File: src/hw/rtl/tccf_pkg.sv
package tccf_pkg;

    // CORDIC iteration count, bounded by the length of the arctangent table
    localparam int CORDIC_STEPS = 16;
    localparam int ATAN_LEN     = 24;
    localparam int CORDIC_ITERS = (CORDIC_STEPS > ATAN_LEN) ? ATAN_LEN : CORDIC_STEPS;
    localparam int ITER_W       = 5;

    // datapath widths
    localparam int CW        = 52;  // CORDIC x/y
    localparam int ZW        = 26;  // CORDIC angle, 1/256 cdeg
    localparam int ACC_W     = 64;  // serial multiplier accumulator
    localparam int MPL_W     = 32;  // serial multiplier operand
    localparam int MUL_CNT_W = 6;
    localparam int DIV_W     = 19;
    localparam int DIV_CNT_W = 5;

    localparam logic [15:0] GYRO_WEIGHT_RESET = 16'd62259;

    typedef struct packed {
        logic signed [15:0] accel_x;
        logic signed [15:0] accel_y;
        logic signed [15:0] accel_z;
        logic signed [15:0] gyro_x;
        logic signed [15:0] gyro_y;
        logic signed [15:0] magnet_x;
        logic signed [15:0] magnet_y;
        logic signed [15:0] magnet_z;
        logic        [15:0] elapsed_ms;
    } sample_t;

    typedef struct packed {
        logic signed [15:0] pitch_angle;
        logic signed [15:0] roll_angle;
        logic signed [15:0] heading_angle;
    } result_t;

    typedef struct packed {
        logic                 start;
        logic                 load;
        logic                 neg;
        logic [MUL_CNT_W-1:0] nbits;
    } mul_cmd_t;

    typedef enum logic {
        CM_ATAN,
        CM_SINCOS
    } cordic_mode_t;

    typedef struct packed {
        logic         start;
        cordic_mode_t mode;
    } cordic_cmd_t;

    typedef enum logic [1:0] {
        ST_IDLE,
        ST_ISSUE,
        ST_WAIT,
        ST_FINISH
    } state_t;

    typedef enum logic [4:0] {
        OP_ATAN_P,
        OP_ATAN_R,
        OP_ADV_P,
        OP_MIX_P1,
        OP_MIX_P2,
        OP_DIV_P,
        OP_ADV_R,
        OP_MIX_R1,
        OP_MIX_R2,
        OP_DIV_R,
        OP_SC_P,
        OP_SC_R,
        OP_SRSP,
        OP_CRSP,
        OP_XM1,
        OP_XM2,
        OP_XM3,
        OP_YM1,
        OP_YM2,
        OP_HEAD
    } op_t;

    // arctan(2^-i) in 1/256 centidegree
    function automatic logic [20:0] atan_entry(input logic [ITER_W-1:0] i);
        logic [20:0] v;
        case (i)
            5'd0:    v = 21'd1152000;
            5'd1:    v = 21'd680065;
            5'd2:    v = 21'd359328;
            5'd3:    v = 21'd182400;
            5'd4:    v = 21'd91554;
            5'd5:    v = 21'd45822;
            5'd6:    v = 21'd22916;
            5'd7:    v = 21'd11459;
            5'd8:    v = 21'd5730;
            5'd9:    v = 21'd2865;
            5'd10:   v = 21'd1432;
            5'd11:   v = 21'd716;
            5'd12:   v = 21'd358;
            5'd13:   v = 21'd179;
            5'd14:   v = 21'd90;
            5'd15:   v = 21'd45;
            5'd16:   v = 21'd22;
            5'd17:   v = 21'd11;
            5'd18:   v = 21'd6;
            5'd19:   v = 21'd3;
            5'd20:   v = 21'd1;
            5'd21:   v = 21'd1;
            default: v = 21'd0;
        endcase
        return v;
    endfunction

endpackage

File: src/hw/rtl/tccf_mul.sv
// Bit-serial multiply-accumulate: one multiplier bit per cycle, LSB first.
module tccf_mul (
    input  logic                                 clk,
    input  logic                                 rst_n,
    input  tccf_pkg::mul_cmd_t                   cmd,
    input  logic signed [tccf_pkg::ACC_W-1:0]    init,
    input  logic signed [tccf_pkg::ACC_W-1:0]    mcand,
    input  logic        [tccf_pkg::MPL_W-1:0]    mplier,
    output logic                                 done,
    output logic signed [tccf_pkg::ACC_W-1:0]    acc
);
    import tccf_pkg::*;

    logic                    busy_reg, busy_next;
    logic                    done_reg, done_next;
    logic                    neg_reg, neg_next;
    logic [MUL_CNT_W-1:0]    cnt_reg, cnt_next;
    logic signed [ACC_W-1:0] a_reg, a_next;
    logic signed [ACC_W-1:0] acc_reg, acc_next;
    logic [MPL_W-1:0]        b_reg, b_next;
    logic                    last;
    logic                    sub;

    always_comb
    begin
        busy_next = busy_reg;
        done_next = 1'b0;
        neg_next  = neg_reg;
        cnt_next  = cnt_reg;
        a_next    = a_reg;
        b_next    = b_reg;
        acc_next  = acc_reg;
        last      = (cnt_reg == MUL_CNT_W'(1));
        // top bit of the operand carries negative weight; neg negates every term
        sub       = last ^ neg_reg;
        if (cmd.start)
        begin
            a_next    = mcand;
            b_next    = mplier;
            cnt_next  = cmd.nbits;
            neg_next  = cmd.neg;
            busy_next = 1'b1;
            if (cmd.load)
            begin
                acc_next = init;
            end
        end
        else if (busy_reg)
        begin
            if (b_reg[0])
            begin
                acc_next = sub ? (acc_reg - a_reg) : (acc_reg + a_reg);
            end
            a_next   = a_reg <<< 1;
            b_next   = b_reg >> 1;
            cnt_next = cnt_reg - MUL_CNT_W'(1);
            if (last)
            begin
                busy_next = 1'b0;
                done_next = 1'b1;
            end
        end
    end

    always_ff @(posedge clk or negedge rst_n)
    begin
        if (!rst_n)
        begin
            busy_reg <= 1'b0;
            done_reg <= 1'b0;
            cnt_reg  <= '0;
        end
        else
        begin
            busy_reg <= busy_next;
            done_reg <= done_next;
            cnt_reg  <= cnt_next;
        end
    end

    always_ff @(posedge clk)
    begin
        neg_reg <= neg_next;
        a_reg   <= a_next;
        b_reg   <= b_next;
        acc_reg <= acc_next;
    end

    assign done = done_reg;
    assign acc  = acc_reg;

endmodule

File: src/hw/rtl/tccf_cordic.sv
// Iterative CORDIC, one micro-rotation per cycle: vectoring (atan2) or rotation (sin/cos).
module tccf_cordic (
    input  logic                              clk,
    input  logic                              rst_n,
    input  tccf_pkg::cordic_cmd_t             cmd,
    input  logic signed [tccf_pkg::CW-1:0]    x_in,
    input  logic signed [tccf_pkg::CW-1:0]    y_in,
    input  logic signed [15:0]                ang_in,
    output logic                              done,
    output logic signed [15:0]                atan_out,
    output logic signed [31:0]                sin_out,
    output logic signed [31:0]                cos_out
);
    import tccf_pkg::*;

    localparam logic signed [17:0] A180  = 18'sd18000;
    localparam logic signed [17:0] A90   = 18'sd9000;
    localparam logic signed [17:0] A360  = 18'sd36000;
    localparam logic signed [ZW-1:0] Z180 = ZW'(4608000);
    localparam logic signed [ZW-1:0] ZLIM = ZW'(18000);
    localparam logic signed [CW-1:0] GAIN = CW'(652032874);

    logic                 busy_reg, busy_next;
    logic                 done_reg, done_next;
    logic [ITER_W-1:0]    cnt_reg, cnt_next;
    cordic_mode_t         mode_reg, mode_next;
    logic                 zero_reg, zero_next;
    logic                 flip_reg, flip_next;
    logic signed [CW-1:0] x_reg, x_next;
    logic signed [CW-1:0] y_reg, y_next;
    logic signed [ZW-1:0] z_reg, z_next;

    logic signed [17:0]   ang_w;
    logic signed [17:0]   ang_a;
    logic                 flip_s;
    logic signed [CW-1:0] xs;
    logic signed [CW-1:0] ys;
    logic signed [ZW-1:0] tab;
    logic signed [ZW-1:0] z_rnd;

    always_comb
    begin
        // wrap to +-180, then fold into +-90 with a sign flip
        ang_w  = {{2{ang_in[15]}}, ang_in};
        if (ang_w > A180)
            ang_a = ang_w - A360;
        else if (ang_w < -A180)
            ang_a = ang_w + A360;
        else
            ang_a = ang_w;
        flip_s = 1'b0;
        if (ang_a > A90)
        begin
            ang_a  = ang_a - A180;
            flip_s = 1'b1;
        end
        else if (ang_a < -A90)
        begin
            ang_a  = ang_a + A180;
            flip_s = 1'b1;
        end

        xs  = x_reg >>> cnt_reg;
        ys  = y_reg >>> cnt_reg;
        tab = ZW'(atan_entry(cnt_reg));

        busy_next = busy_reg;
        done_next = 1'b0;
        cnt_next  = cnt_reg;
        mode_next = mode_reg;
        zero_next = zero_reg;
        flip_next = flip_reg;
        x_next    = x_reg;
        y_next    = y_reg;
        z_next    = z_reg;

        if (cmd.start)
        begin
            busy_next = 1'b1;
            cnt_next  = '0;
            mode_next = cmd.mode;
            if (cmd.mode == CM_ATAN)
            begin
                zero_next = (x_in == '0) && (y_in == '0);
                flip_next = 1'b0;
                if (x_in < 0)
                begin
                    x_next = -x_in;
                    y_next = -y_in;
                    z_next = (y_in >= 0) ? Z180 : -Z180;
                end
                else
                begin
                    x_next = x_in;
                    y_next = y_in;
                    z_next = '0;
                end
            end
            else
            begin
                zero_next = 1'b0;
                flip_next = flip_s;
                x_next    = GAIN;
                y_next    = '0;
                z_next    = ZW'(ang_a) <<< 8;
            end
        end
        else if (busy_reg)
        begin
            if (mode_reg == CM_ATAN)
            begin
                if (y_reg >= 0)
                begin
                    x_next = x_reg + ys;
                    y_next = y_reg - xs;
                    z_next = z_reg + tab;
                end
                else
                begin
                    x_next = x_reg - ys;
                    y_next = y_reg + xs;
                    z_next = z_reg - tab;
                end
            end
            else
            begin
                if (z_reg >= 0)
                begin
                    x_next = x_reg - ys;
                    y_next = y_reg + xs;
                    z_next = z_reg - tab;
                end
                else
                begin
                    x_next = x_reg + ys;
                    y_next = y_reg - xs;
                    z_next = z_reg + tab;
                end
            end
            cnt_next = cnt_reg + ITER_W'(1);
            if (cnt_reg == ITER_W'(CORDIC_ITERS - 1))
            begin
                busy_next = 1'b0;
                done_next = 1'b1;
            end
        end
    end

    always_ff @(posedge clk or negedge rst_n)
    begin
        if (!rst_n)
        begin
            busy_reg <= 1'b0;
            done_reg <= 1'b0;
            cnt_reg  <= '0;
            mode_reg <= CM_ATAN;
        end
        else
        begin
            busy_reg <= busy_next;
            done_reg <= done_next;
            cnt_reg  <= cnt_next;
            mode_reg <= mode_next;
        end
    end

    always_ff @(posedge clk)
    begin
        zero_reg <= zero_next;
        flip_reg <= flip_next;
        x_reg    <= x_next;
        y_reg    <= y_next;
        z_reg    <= z_next;
    end

    // round half up to centidegrees, clamp to +-180
    always_comb
    begin
        z_rnd = (z_reg + ZW'(128)) >>> 8;
        if (zero_reg)
            atan_out = '0;
        else if (z_rnd > ZLIM)
            atan_out = 16'sd18000;
        else if (z_rnd < -ZLIM)
            atan_out = -16'sd18000;
        else
            atan_out = 16'(z_rnd);
    end

    assign sin_out = flip_reg ? 32'(-y_reg) : 32'(y_reg);
    assign cos_out = flip_reg ? 32'(-x_reg) : 32'(x_reg);
    assign done    = done_reg;

endmodule

File: src/hw/rtl/tccf_div5.sv
// Restoring divide by five, one quotient bit per cycle, MSB first.
module tccf_div5 (
    input  logic                          clk,
    input  logic                          rst_n,
    input  logic                          start,
    input  logic [tccf_pkg::DIV_W-1:0]    value,
    output logic                          done,
    output logic [tccf_pkg::DIV_W-1:0]    quot
);
    import tccf_pkg::*;

    logic                 busy_reg, busy_next;
    logic                 done_reg, done_next;
    logic [DIV_CNT_W-1:0] cnt_reg, cnt_next;
    logic [DIV_W-1:0]     num_reg, num_next;
    logic [DIV_W-1:0]     quot_reg, quot_next;
    logic [2:0]           rem_reg, rem_next;
    logic [3:0]           trial;
    logic                 qbit;

    always_comb
    begin
        trial     = {rem_reg, num_reg[DIV_W-1]};
        qbit      = (trial >= 4'd5);
        busy_next = busy_reg;
        done_next = 1'b0;
        cnt_next  = cnt_reg;
        num_next  = num_reg;
        quot_next = quot_reg;
        rem_next  = rem_reg;
        if (start)
        begin
            busy_next = 1'b1;
            cnt_next  = DIV_CNT_W'(DIV_W);
            num_next  = value;
            rem_next  = '0;
        end
        else if (busy_reg)
        begin
            rem_next  = qbit ? 3'(trial - 4'd5) : trial[2:0];
            quot_next = {quot_reg[DIV_W-2:0], qbit};
            num_next  = num_reg << 1;
            cnt_next  = cnt_reg - DIV_CNT_W'(1);
            if (cnt_reg == DIV_CNT_W'(1))
            begin
                busy_next = 1'b0;
                done_next = 1'b1;
            end
        end
    end

    always_ff @(posedge clk or negedge rst_n)
    begin
        if (!rst_n)
        begin
            busy_reg <= 1'b0;
            done_reg <= 1'b0;
            cnt_reg  <= '0;
        end
        else
        begin
            busy_reg <= busy_next;
            done_reg <= done_next;
            cnt_reg  <= cnt_next;
        end
    end

    always_ff @(posedge clk)
    begin
        num_reg  <= num_next;
        quot_reg <= quot_next;
        rem_reg  <= rem_next;
    end

    assign done = done_reg;
    assign quot = quot_reg;

endmodule

File: src/hw/rtl/tilt_compensated_compass_filter.sv
// Tilt-compensated compass with a complementary pitch/roll filter.
// Input channel (sample_valid / sample_stall / sample_word): one IMU word,
// accelerometer, gyro x/y, magnetometer and elapsed milliseconds. A word is
// taken when valid is high and stall low; stall stays high while a word is
// being worked on.
// Output channel (result_valid / result_stall / result_word): filtered pitch,
// roll and heading in centidegrees. The result sits in an output register,
// so the next sample is taken while a result still waits on a stalled
// receiver; the block only holds at its last step if the previous result
// has not yet been taken.
// Steps: each word runs through the shared bit-serial multiplier (one operand
// bit per cycle, thirteen products), five passes of the iterative CORDIC (16
// rotations each) and two serial divide-by-five passes, run in strict
// sequence, each step issued in ST_ISSUE and awaited in ST_WAIT. A new word
// is taken only after the current one has reached the output register.
// Configuration: weight_we / weight_data write the gyro blend weight (Q0.16);
// write only while idle.
// Reset: stored pitch and roll clear to zero, the weight returns to 62259,
// no result is pending.
module tilt_compensated_compass_filter (
    input  logic                clk,
    input  logic                rst_n,
    input  logic                sample_valid,
    output logic                sample_stall,
    input  tccf_pkg::sample_t   sample_word,
    output logic                result_valid,
    input  logic                result_stall,
    output tccf_pkg::result_t   result_word,
    input  logic                weight_we,
    input  logic [15:0]         weight_data
);
    import tccf_pkg::*;

    localparam logic signed [ACC_W-1:0] HALF_DIV = ACC_W'(5242880);
    localparam logic signed [ACC_W-1:0] T_LO     = -ACC_W'(163840);
    localparam logic signed [ACC_W-1:0] T_HI     = ACC_W'(163839);
    localparam logic signed [ACC_W-1:0] T_OFS    = ACC_W'(327680);
    localparam logic signed [ACC_W-1:0] RND_Q30  = ACC_W'(64'sd536870912);

    state_t  state_reg, state_next;
    op_t     op_reg, op_next;
    sample_t smp_reg, smp_next;
    result_t res_reg, res_next;
    logic    res_valid_reg, res_valid_next;
    logic [15:0] weight_reg, weight_next;

    logic signed [15:0] pitch_reg, pitch_next;
    logic signed [15:0] roll_reg, roll_next;
    logic signed [15:0] pm_reg, pm_next;
    logic signed [15:0] rm_reg, rm_next;
    logic signed [15:0] head_reg, head_next;
    logic signed [31:0] sp_reg, sp_next;
    logic signed [31:0] cp_reg, cp_next;
    logic signed [31:0] sr_reg, sr_next;
    logic signed [31:0] cr_reg, cr_next;
    logic signed [33:0] srsp_reg, srsp_next;
    logic signed [33:0] crsp_reg, crsp_next;
    logic signed [CW-1:0] xm_reg, xm_next;

    // unit hookup
    mul_cmd_t             mul_cmd;
    logic signed [ACC_W-1:0] mul_init;
    logic signed [ACC_W-1:0] mul_mcand;
    logic [MPL_W-1:0]     mul_mplier;
    logic                 mul_done;
    logic signed [ACC_W-1:0] mul_acc;

    cordic_cmd_t          cor_cmd;
    logic signed [CW-1:0] cor_x;
    logic signed [CW-1:0] cor_y;
    logic signed [15:0]   cor_ang;
    logic                 cor_done;
    logic signed [15:0]   cor_atan;
    logic signed [31:0]   cor_sin;
    logic signed [31:0]   cor_cos;

    logic                 div_start;
    logic [DIV_W-1:0]     div_value;
    logic                 div_done;
    logic [DIV_W-1:0]     div_quot;

    logic                 op_done;
    logic                 accept;
    logic                 deliver;
    logic signed [ACC_W-1:0] blend_t;
    logic signed [ACC_W-1:0] blend_sat;
    logic signed [15:0]   blend_angle;

    tccf_mul u_mul (
        .clk    (clk),
        .rst_n  (rst_n),
        .cmd    (mul_cmd),
        .init   (mul_init),
        .mcand  (mul_mcand),
        .mplier (mul_mplier),
        .done   (mul_done),
        .acc    (mul_acc)
    );

    tccf_cordic u_cordic (
        .clk      (clk),
        .rst_n    (rst_n),
        .cmd      (cor_cmd),
        .x_in     (cor_x),
        .y_in     (cor_y),
        .ang_in   (cor_ang),
        .done     (cor_done),
        .atan_out (cor_atan),
        .sin_out  (cor_sin),
        .cos_out  (cor_cos)
    );

    tccf_div5 u_div5 (
        .clk   (clk),
        .rst_n (rst_n),
        .start (div_start),
        .value (div_value),
        .done  (div_done),
        .quot  (div_quot)
    );

    assign accept       = sample_valid && !sample_stall;
    assign sample_stall = (state_reg != ST_IDLE);
    assign deliver      = (state_reg == ST_FINISH) && (!res_valid_reg || !result_stall);

    // which unit finishes the current step
    always_comb
    begin
        case (op_reg)
            OP_ATAN_P, OP_ATAN_R, OP_SC_P, OP_SC_R, OP_HEAD: op_done = cor_done;
            OP_DIV_P, OP_DIV_R:                              op_done = div_done;
            default:                                         op_done = mul_done;
        endcase
    end

    // blend numerator -> floor((n + 5242880) / 10485760), pre-clamped so that the
    // divide-by-five lands inside 16 bits
    always_comb
    begin
        blend_t = (mul_acc + HALF_DIV) >>> 21;
        if (blend_t < T_LO)
            blend_sat = T_LO;
        else if (blend_t > T_HI)
            blend_sat = T_HI;
        else
            blend_sat = blend_t;
        div_value   = DIV_W'(blend_sat + T_OFS);
        blend_angle = 16'(div_quot - DIV_W'(65536));
    end

    // next state
    always_comb
    begin
        state_next = state_reg;
        op_next    = op_reg;
        case (state_reg)
            ST_IDLE:
            begin
                if (accept)
                begin
                    state_next = ST_ISSUE;
                    op_next    = OP_ATAN_P;
                end
            end
            ST_ISSUE:
            begin
                state_next = ST_WAIT;
            end
            ST_WAIT:
            begin
                if (op_done)
                begin
                    if (op_reg == OP_HEAD)
                    begin
                        state_next = ST_FINISH;
                    end
                    else
                    begin
                        state_next = ST_ISSUE;
                        op_next    = op_t'(op_reg + 5'd1);
                    end
                end
            end
            ST_FINISH:
            begin
                if (deliver)
                begin
                    state_next = ST_IDLE;
                end
            end
            default:
            begin
                state_next = ST_IDLE;
            end
        endcase
    end

    // unit commands and operand selection
    always_comb
    begin
        mul_cmd    = '0;
        mul_init   = '0;
        mul_mcand  = '0;
        mul_mplier = '0;
        cor_cmd    = '{start: 1'b0, mode: CM_ATAN};
        cor_x      = '0;
        cor_y      = '0;
        cor_ang    = '0;
        div_start  = 1'b0;
        if (state_reg == ST_ISSUE)
        begin
            case (op_reg)
                OP_ATAN_P:
                begin
                    cor_cmd = '{start: 1'b1, mode: CM_ATAN};
                    cor_x   = CW'(smp_reg.accel_z) <<< 16;
                    cor_y   = CW'(smp_reg.accel_x) <<< 16;
                end
                OP_ATAN_R:
                begin
                    cor_cmd = '{start: 1'b1, mode: CM_ATAN};
                    cor_x   = CW'(smp_reg.accel_z) <<< 16;
                    cor_y   = CW'(smp_reg.accel_y) <<< 16;
                end
                OP_ADV_P:
                begin
                    mul_cmd    = '{start: 1'b1, load: 1'b1, neg: 1'b0, nbits: 6'd16};
                    mul_init   = (ACC_W'(pitch_reg) <<< 7) + (ACC_W'(pitch_reg) <<< 5);
                    mul_mcand  = ACC_W'(smp_reg.elapsed_ms);
                    mul_mplier = MPL_W'(smp_reg.gyro_y);
                end
                OP_ADV_R:
                begin
                    mul_cmd    = '{start: 1'b1, load: 1'b1, neg: 1'b1, nbits: 6'd16};
                    mul_init   = (ACC_W'(roll_reg) <<< 7) + (ACC_W'(roll_reg) <<< 5);
                    mul_mcand  = ACC_W'(smp_reg.elapsed_ms);
                    mul_mplier = MPL_W'(smp_reg.gyro_x);
                end
                OP_MIX_P1, OP_MIX_R1:
                begin
                    mul_cmd    = '{start: 1'b1, load: 1'b1, neg: 1'b0, nbits: 6'd17};
                    mul_mcand  = mul_acc;
                    mul_mplier = MPL_W'(weight_reg);
                end
                OP_MIX_P2:
                begin
                    mul_cmd    = '{start: 1'b1, load: 1'b0, neg: 1'b0, nbits: 6'd18};
                    mul_mcand  = (ACC_W'(pm_reg) <<< 7) + (ACC_W'(pm_reg) <<< 5);
                    mul_mplier = MPL_W'(17'h10000 - {1'b0, weight_reg});
                end
                OP_MIX_R2:
                begin
                    mul_cmd    = '{start: 1'b1, load: 1'b0, neg: 1'b0, nbits: 6'd18};
                    mul_mcand  = (ACC_W'(rm_reg) <<< 7) + (ACC_W'(rm_reg) <<< 5);
                    mul_mplier = MPL_W'(17'h10000 - {1'b0, weight_reg});
                end
                OP_DIV_P, OP_DIV_R:
                begin
                    div_start = 1'b1;
                end
                OP_SC_P:
                begin
                    cor_cmd = '{start: 1'b1, mode: CM_SINCOS};
                    cor_ang = pitch_reg;
                end
                OP_SC_R:
                begin
                    cor_cmd = '{start: 1'b1, mode: CM_SINCOS};
                    cor_ang = roll_reg;
                end
                OP_SRSP:
                begin
                    mul_cmd    = '{start: 1'b1, load: 1'b1, neg: 1'b0, nbits: 6'd32};
                    mul_init   = RND_Q30;
                    mul_mcand  = ACC_W'(sr_reg);
                    mul_mplier = MPL_W'(sp_reg);
                end
                OP_CRSP:
                begin
                    mul_cmd    = '{start: 1'b1, load: 1'b1, neg: 1'b0, nbits: 6'd32};
                    mul_init   = RND_Q30;
                    mul_mcand  = ACC_W'(cr_reg);
                    mul_mplier = MPL_W'(sp_reg);
                end
                OP_XM1:
                begin
                    mul_cmd    = '{start: 1'b1, load: 1'b1, neg: 1'b0, nbits: 6'd16};
                    mul_mcand  = ACC_W'(cp_reg);
                    mul_mplier = MPL_W'(smp_reg.magnet_x);
                end
                OP_XM2:
                begin
                    mul_cmd    = '{start: 1'b1, load: 1'b0, neg: 1'b1, nbits: 6'd16};
                    mul_mcand  = ACC_W'(srsp_reg);
                    mul_mplier = MPL_W'(smp_reg.magnet_y);
                end
                OP_XM3:
                begin
                    mul_cmd    = '{start: 1'b1, load: 1'b0, neg: 1'b0, nbits: 6'd16};
                    mul_mcand  = ACC_W'(crsp_reg);
                    mul_mplier = MPL_W'(smp_reg.magnet_z);
                end
                OP_YM1:
                begin
                    mul_cmd    = '{start: 1'b1, load: 1'b1, neg: 1'b0, nbits: 6'd16};
                    mul_mcand  = ACC_W'(cr_reg);
                    mul_mplier = MPL_W'(smp_reg.magnet_y);
                end
                OP_YM2:
                begin
                    mul_cmd    = '{start: 1'b1, load: 1'b0, neg: 1'b0, nbits: 6'd16};
                    mul_mcand  = ACC_W'(sr_reg);
                    mul_mplier = MPL_W'(smp_reg.magnet_z);
                end
                OP_HEAD:
                begin
                    cor_cmd = '{start: 1'b1, mode: CM_ATAN};
                    cor_x   = xm_reg;
                    cor_y   = CW'(mul_acc);
                end
                default:
                begin
                    mul_cmd = '0;
                end
            endcase
        end
    end

    // captures at the end of each step
    always_comb
    begin
        smp_next       = smp_reg;
        res_next       = res_reg;
        res_valid_next = res_valid_reg;
        weight_next    = weight_reg;
        pitch_next     = pitch_reg;
        roll_next      = roll_reg;
        pm_next        = pm_reg;
        rm_next        = rm_reg;
        head_next      = head_reg;
        sp_next        = sp_reg;
        cp_next        = cp_reg;
        sr_next        = sr_reg;
        cr_next        = cr_reg;
        srsp_next      = srsp_reg;
        crsp_next      = crsp_reg;
        xm_next        = xm_reg;

        if (weight_we)
            weight_next = weight_data;
        if (accept)
            smp_next = sample_word;
        if (result_valid && !result_stall)
            res_valid_next = 1'b0;
        if (deliver)
        begin
            res_valid_next = 1'b1;
            res_next       = '{pitch_angle: pitch_reg, roll_angle: roll_reg,
                               heading_angle: head_reg};
        end

        if ((state_reg == ST_WAIT) && op_done)
        begin
            case (op_reg)
                OP_ATAN_P: pm_next    = -cor_atan;
                OP_ATAN_R: rm_next    = -cor_atan;
                OP_DIV_P:  pitch_next = blend_angle;
                OP_DIV_R:  roll_next  = blend_angle;
                OP_SC_P:
                begin
                    sp_next = cor_sin;
                    cp_next = cor_cos;
                end
                OP_SC_R:
                begin
                    sr_next = cor_sin;
                    cr_next = cor_cos;
                end
                OP_SRSP:   srsp_next  = 34'(mul_acc >>> 30);
                OP_CRSP:   crsp_next  = 34'(mul_acc >>> 30);
                OP_XM3:    xm_next    = CW'(mul_acc);
                OP_HEAD:   head_next  = cor_atan;
                default:   xm_next    = xm_reg;
            endcase
        end
    end

    always_ff @(posedge clk or negedge rst_n)
    begin
        if (!rst_n)
        begin
            state_reg     <= ST_IDLE;
            op_reg        <= OP_ATAN_P;
            res_valid_reg <= 1'b0;
            weight_reg    <= GYRO_WEIGHT_RESET;
            pitch_reg     <= '0;
            roll_reg      <= '0;
        end
        else
        begin
            state_reg     <= state_next;
            op_reg        <= op_next;
            res_valid_reg <= res_valid_next;
            weight_reg    <= weight_next;
            pitch_reg     <= pitch_next;
            roll_reg      <= roll_next;
        end
    end

    always_ff @(posedge clk)
    begin
        smp_reg  <= smp_next;
        res_reg  <= res_next;
        pm_reg   <= pm_next;
        rm_reg   <= rm_next;
        head_reg <= head_next;
        sp_reg   <= sp_next;
        cp_reg   <= cp_next;
        sr_reg   <= sr_next;
        cr_reg   <= cr_next;
        srsp_reg <= srsp_next;
        crsp_reg <= crsp_next;
        xm_reg   <= xm_next;
    end

    assign result_valid = res_valid_reg;
    assign result_word  = res_reg;

endmodule
File: config.mk
export PLATFORM = sky130hd
export DESIGN_NAME = tilt_compensated_compass_filter
export DESIGN_NICKNAME = d
export VERILOG_FILES = /design/src/hw/rtl/tccf_pkg.sv /design/src/hw/rtl/tccf_mul.sv /design/src/hw/rtl/tccf_cordic.sv /design/src/hw/rtl/tccf_div5.sv /design/src/hw/rtl/tilt_compensated_compass_filter.sv
export SDC_FILE = /design/constraint.sdc
export NUM_CORES = 2
export LEC_CHECK = 0
export BUFFER_PORTS_ARGS = -buffer_cell sky130_fd_sc_hd__buf_2
export CAP_MARGIN = 20
export CORE_ASPECT_RATIO = 0.5
export CORE_MARGIN = 2
export CORE_UTILIZATION = 55
export DETAILED_ROUTE_END_ITERATION = 8
export GPL_ROUTABILITY_DRIVEN = 1
export MAX_ROUTING_LAYER = met4
export PLACE_DENSITY = 0.75
export SYNTH_ARGS = -nofsm -noshare
export SYNTH_HDL_FRONTEND = slang
export SYNTH_SLANG_ARGS = --single-unit
File: constraint.sdc
create_clock -name clk -period 7.4 [get_ports clk]
set_input_delay 1.48 -clock clk [delete_from_list [all_inputs] [get_ports clk]]
set_output_delay 1.48 -clock clk [all_outputs]
set_load 0.005 [all_outputs]
==> results by group <==
Status
  • Status: finished clean

Timing
  • Fin crit share: 94.0%
  • Minimum clock period: 6.96 ns
  • Slew Limit Fails: 0
  • Clock Skew: 0.0627 ns
  • Hold Violations, Final: 0
  • Setup TNS: 0 ns
  • Worst Tran Pin Value: 1.45 ns
  • RSZ-0062 raised after global routing: no
  • Fmax: 144 MHz
  • Slew HR: 3.24%
  • Setup violations, final: 0

Placement
  • Port Buffers: 214
  • Post-DP HPWL: 192000 microns
  • Post-placement cell area: 71300 sq um
  • Inst Count DP: 9071
  • Placer Congestion: 1.05

Yosys
  • Number of synthesized flops with an enable pin: 816
  • Yosys cell types: 112
  • Syn Area/Cell: 9.13 sq um
  • Top FF cell, synth: edfxtp_1
  • Yosys top cell by area: edfxtp_1
  • Post-synth ARST share: 8.80%
  • Seq/Total Area, Yosys: 38.8%
  • Syn_nets: 8071
  • Share of the synthesized area in the top cell type: 35.8%
  • Most frequent cells after synthesis: edfxtp_1 (816), nor2_1 (788), nand2_1 (709), a21oi_1 (596), o21ai_0 (483)
  • Synthesized area: 68400 sq um
  • Most frequent cell after synthesis: edfxtp_1
  • Seq cells post-synth: 898
  • Syn Inst Count: 7489
  • Yosys warning count: 0
  • Main area contributors after synthesis: edfxtp_1 (36%), ha_1 (7.4%), xnor2_1 (4.5%), a21oi_1 (4.4%), nor2_1 (4.3%)

Global routing
  • Global Route Usage Sum: 40.8%
  • Largest net degree at the start of global routing: 145
  • Via count of the first global-routing pass: 57200
  • Initial antenna violation count: 24
  • Grt total ovfl: 0
  • First-pass GRT wire length: 376000 microns

Setup path
  • Startpoint Class: register
  • Reg2reg path depth: 22
  • Crit path kind: register to register
  • CP Data Required Time: 7.83 ns
  • CP max FO: 57
  • Crit path DAT: 7.39 ns
  • Worst setup EP type: register

Layout
  • Non-filler instance count after layout: 9245
  • Area of the multi-input gates: 39100 sq um
  • Final nets: 8068
  • Fill cell count: 10700
  • Storage element area: 26600 sq um
  • Share of cells above drive strength 1: 10.1%
  • Core Util, Final: 60.2%
  • Design area: 74200 sq um
  • Max FFs per register: 144
  • Syn-to-layout area delta: 8.49%

Clock tree
  • CTS Buf Count: 85
  • Clock Path Buffers: 3
  • CTS clock-pin slew for the worst setup and hold paths: 0.07 ns
  • Clock latency on the worst-skew pair: 0.74 ns
  • Number of setup buffers added after CTS: 0
  • Clock root buffer: clkbuf_16
  • CTS tree: built
  • Hold_buf cts: 0
  • Clk sinks: 898
  • CTS H-tree depth: 3

Drt
  • Vias: 62900
  • # DRC: 0
  • Detailed Route Iter0 Violations: 9911
  • Drt pass-1 iters: 9
  • Final wirelength: 259000 microns
  • Antenna Nets Post-Route: 0
  • Vias/cell: 6.80
  • Drt wl/cell: 28.0 microns

Floorplan
  • Die area: 127000 sq um
  • Cell Rows: 91
  • Initial Utilization: 55.5%
  • Core area: 123000 sq um
  • Die Y-Extent: 253 microns
  • Die W: 503 microns
  • Num ports: 215

Min path
  • Worst hold path type: register to register
  • Min-Delay Path Depth: 0

Flow run
  • Max-Cap Viols: 0
-- routing by layer --
layer  vias to the layer above  part of all wire [%]  GRT usage (%)
met3                       539                    16           14.0
met2                      4347                    40           54.8
met4                         0                   3.2           11.8
met1                     30200                    41           57.7
li1                      27800                     -              -
met5                         -                     0              -
-- cell type report --
cell class,instances,area share (%)
tap,1674,2.82
multi-input combinational,5802,52.7
timing repair buffer,362,3.06
clock buffer,106,3.00
antenna,15,0.0506
sequential,898,35.8
clock inverter,51,0.867
inverter,337,1.72
-- path summary, 6_finish.rpt --
kind	from	to	slack, ns
worst max register to register	u_cordic.cnt_reg[0]	u_cordic.x_reg[48]	0.44
worst min-delay path	head_reg[2]	result_word[2]	0.42
max in group asynchronous	rst_n	u_cordic.cnt_reg[4]	5.42
min in group asynchronous	rst_n	u_div5.cnt_reg[1]	0.63
worst max-delay path	u_cordic.cnt_reg[0]	u_cordic.x_reg[48]	0.44
worst min register to register	head_reg[2]	result_word[2]	0.42
-- metrics by stage --
step	worst slack (ns)	hold WS [ns]
2_1_floorplan	0.653	0.400
3_3_place_gp	0.651	0.404
3_5_place_dp	0.612	0.405
4_1_cts	0.524	0.417
5_1_grt	0.121	0.425
6_report	0.441	0.417
-- critical path, cell delays in order (launching register included) --
cell and delay, ns:
dfrtp_4 0.88, buf_12 0.40, mux4_2 0.59, nand2_1 0.08
nand2_1 0.13, o21ai_0 0.43, mux2i_1 0.23, ha_1 0.25
inv_1 0.07, fa_1 0.20, o21bai_1 0.07, a21oi_1 0.28
o41ai_1 0.14, a221oi_1 0.55, o211ai_1 0.20, a21oi_1 0.33
o221ai_1 0.32, a2111o_1 0.48, a31oi_1 0.20, o41ai_1 0.17
a211oi_1 0.34, xnor2_1 0.16, o22ai_1 0.09
-- cells in the final DEF, fill, tap and decap left out, drive strengths merged, types with 52 or more instances in the layout --
cell type / synthesis / routed
inv: 335 / 338
o21ai: 497 / 497
nor3: 161 / 161
a21oi: 600 / 600
nand2b: 63 / 63
a211oi: 81 / 81
a22oi: 139 / 139
a31oi: 134 / 134
a21o: 140 / 140
edfxtp: 816 / 816
o31ai: 91 / 91
nor4: 61 / 61
o22ai: 92 / 92
clkbuf: 367 / 106
nor2: 790 / 790
xnor2: 353 / 353
o21bai: 88 / 88
a222oi: 55 / 55
mux4: 64 / 64
nor2b: 62 / 62
nand2: 710 / 710
xor2: 180 / 180
buf: 85 / 362
dfrtp: 69 / 69
mux2: 68 / 68
nand3: 150 / 150
mux2i: 117 / 117
o21a: 63 / 63
o211ai: 52 / 52
ha: 406 / 406
-- logic make-up (layout without fill, tap and decap cells) --
group / Yosys count / count (layout) / share of synthesized area [%]
XOR/XNOR: 533 / 533 / 6.90
multiplexers: 249 / 249 / 4.94
AO/OA/AOI/OAI: 2334 / 2334 / 22.1
adder cells (fa/ha/maj): 417 / 417 / 7.75
other: 0 / 15 / 0
flip-flops: 898 / 898 / 38.8
buffers and inverters: 789 / 856 / 4.41
AND/OR/NAND/NOR: 2269 / 2269 / 15.1
-- what timing repair did --
action | in CTS | in global routing
endpoints found under the setup margin | 0 | 2
resized for setup | 0 | 1
hold endpoints to repair | 0 | 0
Power is left out: the tool's default activity adds up to more than one toggle a clock period on the data nets, which glitch-free logic cannot reach.
